[src/sv/dcc_pkg.sv]
`default_nettype none

package dcc_pkg;

	localparam int COLOR_BITS_DEF = 16;
	localparam int PIXEL_W = 16;
	localparam int COUNT_W = 17;
	localparam int OUT_DATA_W = 24;
	localparam int BIT_SEL_BITS = 3;
	localparam int LANE_BITS = 8;
	localparam int EPOCH_BITS = 8;
	localparam logic [COUNT_W-1:0] CAP_RESET = 17'h10000;

	typedef struct packed {
		logic [EPOCH_BITS-1:0] tag;
		logic [LANE_BITS-1:0] bits;
	} seen_word_t;

	typedef struct packed {
		logic cap;
		logic [COUNT_W-1:0] count;
	} result_t;

	typedef enum logic {
		SW_CLEAR,
		SW_RUN
	} sweep_state_t;

endpackage

`default_nettype wire

[src/sv/dcc_out_buf.sv]
`default_nettype none

module dcc_out_buf
	import dcc_pkg::*;
(
	input  wire logic    clk,
	input  wire logic    arst_n,
	input  wire logic    push,
	input  wire result_t push_data,
	input  wire logic    pop,
	output logic         out_valid,
	output result_t      out_data,
	output logic         room_next
);

	result_t ent_q [2];
	logic wr_ptr_q;
	logic rd_ptr_q;
	logic [1:0] cnt_q;

	assign out_valid = (cnt_q != 2'd0);
	assign out_data = ent_q[rd_ptr_q];

	always_comb begin
		case (cnt_q)
			2'd0:    room_next = 1'b1;
			2'd1:    room_next = !push || pop;
			2'd2:    room_next = pop && !push;
			default: room_next = 1'b0;
		endcase
	end

	always_ff @(posedge clk) begin
		if (push) begin
			ent_q[wr_ptr_q] <= push_data;
		end
	end

	always_ff @(posedge clk or negedge arst_n) begin
		if (!arst_n) begin
			wr_ptr_q <= 1'b0;
			rd_ptr_q <= 1'b0;
			cnt_q <= 2'd0;
		end else begin
			if (push) begin
				wr_ptr_q <= !wr_ptr_q;
			end
			if (pop) begin
				rd_ptr_q <= !rd_ptr_q;
			end
			cnt_q <= 2'(cnt_q + {1'b0, push} - {1'b0, pop});
		end
	end

	a_no_overflow: assert property (@(posedge clk) disable iff (!arst_n)
		(cnt_q == 2'd2 && push) |-> pop)
		else $error("Result buffer overflow.");

	a_no_underflow: assert property (@(posedge clk) disable iff (!arst_n)
		pop |-> out_valid)
		else $error("Result buffer read while empty.");

	a_count_range: assert property (@(posedge clk) disable iff (!arst_n)
		cnt_q != 2'd3)
		else $error("Result buffer count out of range.");

endmodule

`default_nettype wire

[config.mk]
export PLATFORM = sky130hd
export DESIGN_NAME = dcc_out_buf
export DESIGN_NICKNAME = d
export VERILOG_FILES = /design/src/sv/dcc_pkg.sv /design/src/sv/dcc_out_buf.sv
export SDC_FILE = /design/constraint.sdc
export NUM_CORES = 1
export LEC_CHECK = 0
export ABC_AREA = 1
export BUFFER_PORTS_ARGS = -buffer_cell sky130_fd_sc_hd__buf_4
export CAP_MARGIN = 20
export CORE_ASPECT_RATIO = 1.25
export CORE_MARGIN = 2
export CORE_UTILIZATION = 40
export CTS_CLUSTER_DIAMETER = 50
export CTS_CLUSTER_SIZE = 40
export DETAILED_ROUTE_END_ITERATION = 8
export GPL_TIMING_DRIVEN = 1
export SYNTH_ARGS = -nofsm -noshare
export SYNTH_HDL_FRONTEND = slang
export SYNTH_SLANG_ARGS = --single-unit
[constraint.sdc]
create_clock -name clk -period 3.04 [get_ports clk]
set_input_delay 0.608 -clock clk [delete_from_list [all_inputs] [get_ports clk]]
set_output_delay 0.608 -clock clk [all_outputs]
set_load 0.01 [all_outputs]
# Word-level counts from Yosys, hierarchy flattened
# Memories as Yosys holds them, arrays and structs flattened.
# Index checks and enable logic that the tools add are counted.
dict set report totals {
  reg_bits 4
  input_bits 22
  out_inout_bits 20
  mem_count 1
  ram_bits 36
}
# name depth word_bits rd rd_ports_with_merged_regs wr line
set mem_list {}
lappend mem_list {ent_q 2 18 1 0 1 dcc_out_buf.sv:16} ;# result_t ent_q [2];
dict set report op_classes {
  eq_ne 2
  n_reduce_logical 7
  addsub 2
  muxes 3
}
# op count
set op_table {}
lappend op_table {{zero test 1 bit} 3}
lappend op_table {{case mux 1 bit (3 select lines)} 1}
lappend op_table {{adder 2 x 1 -> 2 bit} 1}
lappend op_table {{equality test 2 x 1 -> 1 bit (second input constant)} 1}
lappend op_table {{equality test 2 bit (second input constant)} 1}
lappend op_table {{zero test 2 bit} 1}
lappend op_table {{two-way mux 1 bit} 2}
lappend op_table {{nonzero test 2 bit} 1}
lappend op_table {{subtractor 2 x 1 -> 2 bit} 1}
lappend op_table {{logical AND 1 bit} 1}
lappend op_table {{logical OR 1 bit} 1}

# Longest topological paths before layout
dict set report logic_depth {
  word_depth 3
  depth_mapped 7
  mapped_depth_nobuf 7
}

# Worst setup path after synthesis
# Ideal clock, no wire load.
dict set report synth_path {
  path_kind {input to register}
  start {input push}
  end {memory ent_q[0][0] (netlist name) (enable)}
  path_buffers 0
  path_slack_ns 1.223
  setup_ns 0.393
  cell_stages 2
  t_required_ns 2.647
  t_arrival_ns 1.425
  cell_sequence {inv_1 nor2_1}
}
dict set report synth_via {
  elab_chain_len 2
}
# item line
set synth_rtl {}
lappend synth_rtl {{from (decl)} dcc_out_buf.sv:8} ;# input wire logic push,
lappend synth_rtl {{two-way mux 1 bit} dcc_out_buf.sv:34} ;# if (push) begin
lappend synth_rtl {{two-way mux 1 bit (implied by the code)} dcc_out_buf.sv:35} ;# ent_q[wr_ptr_q] <= push_data;
lappend synth_rtl {{to (decl)} dcc_out_buf.sv:16}
# Every way passes these cells.

==> metrics.md <==
| Metric | Value |
|---|---|
| Outcome | complete, no violations |
| Ys async rst share | 0.100 |
| Routed Antenna Nets | 0 |
| IO Port Bufs | 41 |
| Full die area | 0.00462 mm2 |
| CP startpoint kind | flip-flop |
| Diodes inserted | 0 |
| Worst VDD drop | 487 uV |
| Row count | 26 |
| Hold slack | 102 ps |
| Avg Inst Size Synth | 13.4 um2 |
| Worst-Margin Slew | 966 ps |
| Worst skew pair latency | 290 ps |
| F_max | 470 MHz |
| CTS tree | done |
| Die height | 75.5 um |
| Post CTS Setup Buffer Count | 0 |
| Vias in the first global route | 950 |
| H-tree Lvls | 2 |
| I/O pin cnt | 42 |
| Clock Skew | 5.99 ps |
| Drt drc | 0 |
| Pwr/cell area | 875 mW/mm2 |
| Share of cells above drive strength 1 | 0.363 |
| CTS sink cnt | 40 |
| Largest net degree at the start of global routing | 31 |
| TritonCTS Buffers | 5 |
| Detailed Routing Iterations Pass 1 | 4 |
| Synth area leader | edfxtp_1 |
| Die width | 61.2 um |
| Top cells by count, synth | 36 x edfxtp_1, 27 x nand2_1, 25 x inv_1 |
| Hold Crit Class | in -> async |
| Final Wtd Congestion | 0.669 |
| Post-synth top flop | edfxtp_1 |
| Area Growth Syn to Fin | 25.4% |
| Shortest period the worst path allows | 2130 ps |
| Via Count | 1000 |
| Crit-path max FO | 30 |
| Grt ovf | 0 |
| FF-to-FF End | ent_q[0][4] |
| First-pass GRT wire length | 4.19 mm |
| Slew Viols, Final | 0 |
| Setup Viol. Count Final | 0 |
| Synth unique cells | 12 |
| Critical Path RT | 2430 ps |
| Synth Warn # | 0 |
| Final std cells w/o fill | 224 |
| Lkg Pwr | 0.899 nW |
| Clk root buf | clkbuf_8 |
| Period Utilization, post-route | 0.700 |
| Max incr delay on CP | 510 ps |
| Syn Nets | 146 |
| CTS Buffer Depth | 2 |
| Final Core Density | 0.513 |
| Crit-path cells | buf_4, nand2_1, o21ai_0, buf_4 |
| WL/cell | 11.9 um |
| Sequential cell area fraction in the yosys report | 0.722 |
| Arrival time at the worst endpoint | 1520 ps |
| Post-cts hold buffer count | 0 |
| Yosys top cell area share | 0.661 |
| Final Hold Viols | 0 |
| Slew HR | 0.355 |
| Top cells by area, synth | edfxtp_1 66%, o21ai_2 6.4%, nand2_1 6.2% |
| Initial DRC Count | 36 |
| GRT Total Usage | 0.132 |
| Syn Inst Count | 122 |
| Post-CTS sizing | 0 |
| DPL Wire Length | 1.90 mm |
| RSZ-0062 raised after global routing | no |
| Post-synth EDFFs | 36 |
| Reg2reg path depth | 1 |
| CP Capture Type | output pin |
| Placed instance area | 0.00196 mm2 |
| Most common cell in the netlist | edfxtp_1 |
| Worst Slack Setup Final | 911 ps |
| Post-synthesis cell area | 0.00164 mm2 |
| CP most frequent cell | buf_4 |
| WL final | 2.67 mm |
| Setup slack, reg-to-reg | 1480 ps |
| Placed cells | 216 |
| Total Power | 1.79 mW |
| Pre-CTS WS | 1080 ps |
| Starting Density | 0.409 |
| Worst r2r src | wr_ptr_q |
| Kind of critical path | reg -> out |
| Reg clk slew, reported paths | 70 ps |
| Nets@finish | 191 |
| Final Instance Area | 0.00205 mm2 |
| Crit-path slowest cell | dfrtp_1 |
| Fillers | 366 |
| Initial antenna violation count | 0 |
| Core ar. | 0.00400 mm2 |
| Setup TNS | 0 ps |
| Via-to-Cell Ratio | 4.46 |
| Register bit total from synthesis | 40 |
| Max-Cap Viols | 0 |
## layout make-up
class / count / area (um2) / share of cell area
sequential: 40 / 1180 / 0.576
timing repair buffer: 42 / 315 / 0.154
tap: 56 / 70.1 / 0.0342
inverter: 25 / 93.8 / 0.0458
clock inverter: 1 / 3.75 / 0.00183
clock buffer: 7 / 86.3 / 0.0421
multi-input combinational: 53 / 300 / 0.146
## registers in the layout, summed over array words and instances (netlist names)
register / flops
ent_q: 36
cnt_q: 2
rd_ptr_q: 1
wr_ptr_q: 1
## cells by family after synthesis
group	after synthesis	share of synthesized area
flip-flops	40	0.722
AND/OR/NAND/NOR	30	0.0704
XOR/XNOR	2	0.0107
adder cells (fa/ha/maj)	2	0.0153
buffers and inverters	29	0.0956
AO/OA/AOI/OAI	19	0.0857
## layout by cell type, fill, tap and decap left out
cell	instances
o21ai_0	7
nand2_1	27
clkbuf_1	1
o21ai_2	12
edfxtp_1	36
nand3_1	2
clkinv_1	1
nor2_2	1
buf_4	42
dfrtp_1	4
inv_1	25
xor2_1	2
clkbuf_8	6
ha_1	2
## worst max-delay path by stage
stage	end	depth (start not counted)	slack, ps	from
2_1_floorplan	ent_q[0][0]	2	1220	push
3_3_place_gp	ent_q[0][6]	3	1150	push
3_5_place_dp	ent_q[0][6]	3	1080	push
4_1_cts	out_data[3]	4	870	rd_ptr_q
5_1_grt	out_data[3]	3	740	rd_ptr_q
6_report	out_data[3]	4	910	rd_ptr_q
## layer usage
metal	share of wire	track usage
met1	0.38	0.148
met2	0.52	0.215
met3	0.080	0.0492
met4	0.022	0.0725
met5	0	0
## critical path: cells and delay by family, from the launching register on
| kind | cells | cell delay [ps] |
|---|---|---|
| buf+inv | 2 | 550 |
| simple gates | 1 | 80 |
| flops | 1 | 510 |
| compound gates | 1 | 100 |
## power breakdown
part	total, mW	switching [mW]	internal, mW	leakage [nW]
clock	0.348	0.167	0.182	0.0459
sequential	0.790	0.0516	0.738	0.385
combinational	0.655	0.367	0.288	0.469
total	1.79	0.585	1.21	0.899
Note: power is estimated with default switching activity, not from simulation.
