<file path="config.mk">
export PLATFORM = sky130hd
export DESIGN_NAME = dcc_sweep
export DESIGN_NICKNAME = d
export VERILOG_FILES = /design/src/sv/dcc_pkg.sv /design/src/sv/dcc_sweep.sv
export SDC_FILE = /design/constraint.sdc
export NUM_CORES = 1
export LEC_CHECK = 0
export BUFFER_PORTS_ARGS = -buffer_cell sky130_fd_sc_hd__buf_4
export CAP_MARGIN = 20
export CORE_UTILIZATION = 40
export DETAILED_ROUTE_END_ITERATION = 16
export HOLD_SLACK_MARGIN = 0.1
export PLACE_DENSITY = 0.63
export SYNTH_ARGS = -nofsm -noshare
export SYNTH_HDL_FRONTEND = slang
export SYNTH_SLANG_ARGS = --single-unit
</file>
<file path="constraint.sdc">
create_clock -name clk -period 2.15 [get_ports clk]
set_input_delay 0.43 -clock clk [delete_from_list [all_inputs] [get_ports clk]]
set_output_delay 0.43 -clock clk [all_outputs]
set_load 0.05 [all_outputs]
</file>
<file path="src/sv/dcc_pkg.sv">
`default_nettype none

package dcc_pkg;

	localparam int COLOR_BITS_DEF = 16;
	localparam int PIXEL_W = 16;
	localparam int COUNT_W = 17;
	localparam int OUT_DATA_W = 24;
	localparam int BIT_SEL_BITS = 3;
	localparam int LANE_BITS = 8;
	localparam int EPOCH_BITS = 8;
	localparam logic [COUNT_W-1:0] CAP_RESET = 17'h10000;

	typedef struct packed {
		logic [EPOCH_BITS-1:0] tag;
		logic [LANE_BITS-1:0] bits;
	} seen_word_t;

	typedef struct packed {
		logic cap;
		logic [COUNT_W-1:0] count;
	} result_t;

	typedef enum logic {
		SW_CLEAR,
		SW_RUN
	} sweep_state_t;

endpackage

`default_nettype wire

</file>
<file path="src/sv/dcc_sweep.sv">
`default_nettype none

module dcc_sweep
	import dcc_pkg::*;
#(
	parameter int ADDR_BITS = COLOR_BITS_DEF - BIT_SEL_BITS
) (
	input  wire logic                 clk,
	input  wire logic                 arst_n,
	input  wire logic                 start,
	output logic                      busy,
	output logic [ADDR_BITS-1:0]      addr
);

	sweep_state_t state_q, state_d;
	logic [ADDR_BITS-1:0] addr_q;

	always_comb begin
		state_d = state_q;
		case (state_q)
			SW_CLEAR: begin
				if (addr_q == '1) begin
					state_d = SW_RUN;
				end
			end
			SW_RUN: begin
				if (start) begin
					state_d = SW_CLEAR;
				end
			end
			default: state_d = SW_CLEAR;
		endcase
	end

	always_comb begin
		case (state_q)
			SW_CLEAR: busy = 1'b1;
			SW_RUN:   busy = 1'b0;
			default:  busy = 1'b1;
		endcase
	end

	always_ff @(posedge clk or negedge arst_n) begin
		if (!arst_n) begin
			state_q <= SW_CLEAR;
			addr_q <= '0;
		end else begin
			state_q <= state_d;
			if (busy) begin
				addr_q <= ADDR_BITS'(addr_q + 1'b1);
			end
		end
	end

	assign addr = addr_q;

endmodule

`default_nettype wire

</file>
Word-level counts from Yosys, hierarchy flattened
Cells that the tools add are included.
{"block": "word_totals", "register_bits": 14, "in_bits": 3, "output_inout_bits": 14, "wordCells": 9}
{"block": "classes", "addsub": 1, "n_eq_ne": 1, "mux": 4, "n_bitwise": 1}
{"op": "$add A13 B1 Y13 const B", "count": 1}
{"op": "$eq A13 B13 Y1 const B", "count": 1}
{"op": "$pmux W1 S2", "count": 2}
{"op": "$mux W1", "count": 2}
{"op": "$not A1 Y1", "count": 1}

Logic depth before layout (Yosys ltp)
{"block": "logic_depth", "ltp_word": 3, "depth_mapped": 4, "mapped_depth_nobuf": 4}

Least setup slack after synthesis
Ideal clock, no wire load.
{"block": "synth_timing", "path_kind": "register to register", "from": "register addr_q[0], in the netlist addr[0]", "to": "register addr_q[12], in the netlist addr[12]", "t_arrival_ps": 1449, "t_required_ps": 2068, "setup_slack_ps": 620, "stages_incl_launch_ff": 5, "path_buffers": 0, "period_less_slack_ps": 1530, "path_cell_list": "dfrtp_1 > ha_1 > nand4b_4 > nor3_4 > xor2_1"}
{"block": "synth_via", "elab_chain_len": 1}
{"item": "from (decl)", "line_no": "dcc_sweep.sv:16", "text": "logic [ADDR_BITS-1:0] addr_q;"}
{"item": "from (signal assigned)", "line_no": "dcc_sweep.sv:50", "text": "addr_q <= ADDR_BITS'(addr_q + 1'b1);"}
{"item": "$add A13 B1 Y13", "line_no": "dcc_sweep.sv:50"}
Every way passes these cells.
A chain may end at the register's enable or synchronous reset.

Worst setup path after layout
{"block": "layout_timing", "from": "register addr_q[3], in the netlist addr[3]", "to": "output port addr[3]"}
{"item": "to (decl)", "line_no": "dcc_sweep.sv:12", "text": "output logic [ADDR_BITS-1:0] addr"}
No word-level cell between the ends.

==> out/results.md <==
| Stage | Metric | Value |
| --- | --- | --- |
| status | Result of the run | finished, final reports clean |
| global routing | Vias in the first global route | 449 |
| cts | Clock buffers created by TritonCTS | 3 |
| synth | Fraction of the yosys area taken by sequential cells | 0.549 |
| cts | Clock sink count | 14 |
| global routing | Remaining Overflow, GRT | 0 |
| synth | Post-synthesis area per instance | 13.0 sq um |
| global routing | GRT Overall Usage | 0.164 |
| global routing | Antenna violations before repair | 0 |
| sta | Transition time of the tightest slew-check pin | 0.304 ns |
| routing | DRT antenna net count | 0 |
| global routing | Pin count of the biggest net entering global routing | 15 |
| placed design | Routability congestion estimate from global placement | 0.700 |
| routing | Vias per Instance | 5.25 |
| cts | Worst skew pair latency | 0.27 ns |
| final layout | Area growth from synthesis to layout | 26.3% |
| floorplan | Effective utilization at floorplan | 0.424 |
| final layout | Net count reported at finish | 74 |
| setup path | Largest fanout on the critical path | 7 |
| synth | Flop and latch count out of synthesis | 14 |
| sta | Number of slew-limit violations in the final report | 0 |
| synth | Post-synthesis cell area | 638 sq um |
| setup path | Max stage delay on crit path | 0.52 ns |
| sta | Clk_skew | 0.00217 ns |
| sta | Worst hold-check slack | 0.326 ns |
| cts | CTS Root Cell | sky130_fd_sc_hd__clkbuf_4 |
| floorplan | Total die area | 0.00176 sq mm |
| cts | Htree depth | 1 |
| sta | Final critical path time including I/O delays and setup | 1.48 ns |
| cts | Clock tree from TritonCTS | yes |
| setup path | Crit end category | output pin |
| routing | Total detailed-routing wirelength | 1150 um |
| setup path | Kind of cell adding the most delay to the critical path | flip-flops |
| floorplan | Height of the chip | 41.9 um |
| hold path | Tightest Hold Check Type | input port to flip-flop |
| setup path | Startpoint-to-endpoint class of the critical path | flip-flop to output pin |
| cts | Hold Buf Count CTS | 1 |
| routing | Vias after detailed routing | 441 |
| final layout | Commonest cells after routing, fill and taps aside | 16 x sky130_fd_sc_hd__buf_4, 14 x sky130_fd_sc_hd__dfrtp_1, 7 x sky130_fd_sc_hd__xnor2_1 |
| routing | Average wire per standard cell | 13.6 um |
| sta | Number of failing hold endpoints at the final stage | 0 |
| floorplan | Core outline area | 0.00151 sq mm |
| pwr | Leakage | 0.000412 uW |
| global routing | GRT busiest layer | met2 |
| placed design | HPWL Detailed | 834 um |
| flow run | Number of max-cap violations | 0 |
| routing | DRC marker count from the first detailed-route iteration | 10 |
| setup path | Standard cell with the maximum stage delay on the critical path | sky130_fd_sc_hd__dfrtp_1 |
| routing | Remaining DRCs | 0 |
| floorplan | Number of top-level pins | 17 |
| final layout | Diode insertion count for antenna repair | 0 |
| global routing | M3 GR Usage | 0.0304 |
| setup path | Type of origin of the critical path | flip-flop |
| synth | Cell count after synthesis | 49 |
| global routing | Wire length of the first global-routing pass | 2090 um |
| cts | Clock-pin slew on the worst setup and hold paths | 0.08 ns |
| synth | Net count after synthesis | 53 |
| cts | Number of buffers on the longest clock path | 2 |
| placed design | Number of I/O port buffers | 16 |
| routing | Number of search-and-repair iterations in the first detailed-routing pass | 2 |
| pwr | Maximum vdd ir drop | 0.704 mV |
| global routing | Met2 GRT Util | 0.256 |
| global routing | Met1 GRT Util | 0.211 |
| setup path | Critical-path cell list | buf_4 |
| setup path | WP buf/inv | 1 |
| setup path | Required time at the worst-slack endpoint | 1.72 ns |
| sta | Total Neg Setup Slack | 0 ns |
| sta | Number of failing setup endpoints in the final timing report | 0 |
| cts | Number of setup buffers added after CTS | 0 |
| sta | Unrepaired setup endpoints after global routing | no |
| floorplan | Standard-cell row count | 14 |
| cts | Post-cts sizing count | 0 |
| floorplan | Die span in x | 41.9 um |
| final layout | Share of post-route cells with drive strength above 1 | 0.353 |
| sta | Slew headroom | 0.797 |
| sta | Highest attainable clock frequency | 0.674 GHz |
| synth | Number of warnings issued by yosys | 0 |
| final layout | Most common cell after layout, fill and taps aside | sky130_fd_sc_hd__buf_4 |
| sta | Fraction of the cycle the final worst path needs | 0.690 |
| pwr | Cell area power density | 1310 mW/mm^2 |
| setup path | Arrival time of the worst setup path | 1.05 ns |
| synth | Cell variety after synth | 19 |
[final cells by class]
cell class / instances / area [sq um]
Fill cell: 143 / 701
Sequential cell: 14 / 350
Clock buffer: 3 / 22.5
Timing Repair Buffer: 17 / 130
Inverter: 1 / 3.75
Multi-Input combinational cell: 33 / 279
Tap cell: 16 / 20.0
[logic make-up after synthesis]
logic type	after synthesis	synth area share
AND/OR/NAND/NOR	18	0.222
flip-flops	14	0.549
buffers and inverters	2	0.0137
adder cells (fa/ha/maj)	1	0.0196
multiplexers	1	0.0176
XOR/XNOR	12	0.165
AO/OA/AOI/OAI	1	0.0137
[cell usage after synthesis]
| master | n | area, sq um |
|---|---|---|
| sky130_fd_sc_hd__nand4_1 | 3 | 18.8 |
| sky130_fd_sc_hd__nand3_1 | 2 | 10.0 |
| sky130_fd_sc_hd__xnor2_1 | 7 | 61.3 |
| sky130_fd_sc_hd__nor2_1 | 2 | 7.51 |
| sky130_fd_sc_hd__nand4_2 | 1 | 12.5 |
| sky130_fd_sc_hd__and4b_1 | 1 | 10.0 |
| sky130_fd_sc_hd__xor2_1 | 5 | 43.8 |
| sky130_fd_sc_hd__mux2_2 | 1 | 11.3 |
| sky130_fd_sc_hd__o2bb2ai_1 | 1 | 8.76 |
| sky130_fd_sc_hd__and4_1 | 1 | 8.76 |
| sky130_fd_sc_hd__dfrtp_1 | 14 | 350 |
| sky130_fd_sc_hd__nor3_2 | 1 | 10.0 |
| sky130_fd_sc_hd__buf_2 | 1 | 5.00 |
| sky130_fd_sc_hd__inv_1 | 1 | 3.75 |
| sky130_fd_sc_hd__nand2_1 | 3 | 11.3 |
| sky130_fd_sc_hd__and3_1 | 2 | 12.5 |
| sky130_fd_sc_hd__nor3_4 | 1 | 16.3 |
| sky130_fd_sc_hd__ha_1 | 1 | 12.5 |
| sky130_fd_sc_hd__nand4b_4 | 1 | 23.8 |
[state kept, by name (all words and copies together), names as in the netlist]
name,cells
addr,13
state_q,1
[per-layer routing]
layer  up-vias  wire length (um)
met5         -                 0
met4         0                 8
met3         2                62
met2        13               532
met1       217               542
li1        209                 -
[power by group]
group / total (uW) / leakage [uW] / internal [uW] / switching (uW)
sequential: 442 / 0.000181 / 329 / 113
combinational: 467 / 0.000217 / 155 / 311
clock: 143 / 0.0000138 / 64.7 / 78.6
[worst paths after layout]
kind                                       from                    to  slack [ns]  cells past startpoint
hold / removal                            start     state_q$_DFF_PN0_        0.33                      2
min in group asynchronous                arst_n   addr[9]$_DFFE_PN0N_        0.54                      2
setup / recovery            addr[3]$_DFFE_PN0N_               addr[3]        0.67                      1
max in group asynchronous                arst_n   addr[4]$_DFFE_PN0N_        1.45                      2
hold reg to reg            addr[12]$_DFFE_PN0N_  addr[12]$_DFFE_PN0N_        0.50                      1
setup reg to reg            addr[0]$_DFFE_PN0N_  addr[12]$_DFFE_PN0N_        0.85                      4
[through the flow]
stage	cells	setup slack, ns	util	total power [uW]	cell area (sq um)
floorplan	49	0.620	-	766	638
global placement	80	0.868	0.513	908	773
detailed placement	80	0.843	0.513	913	773
CTS	84	0.668	0.535	1060	806
global route	84	0.621	0.535	1110	806
finish	84	0.666	0.535	1050	806
Power figures use the tool's default switching activity.
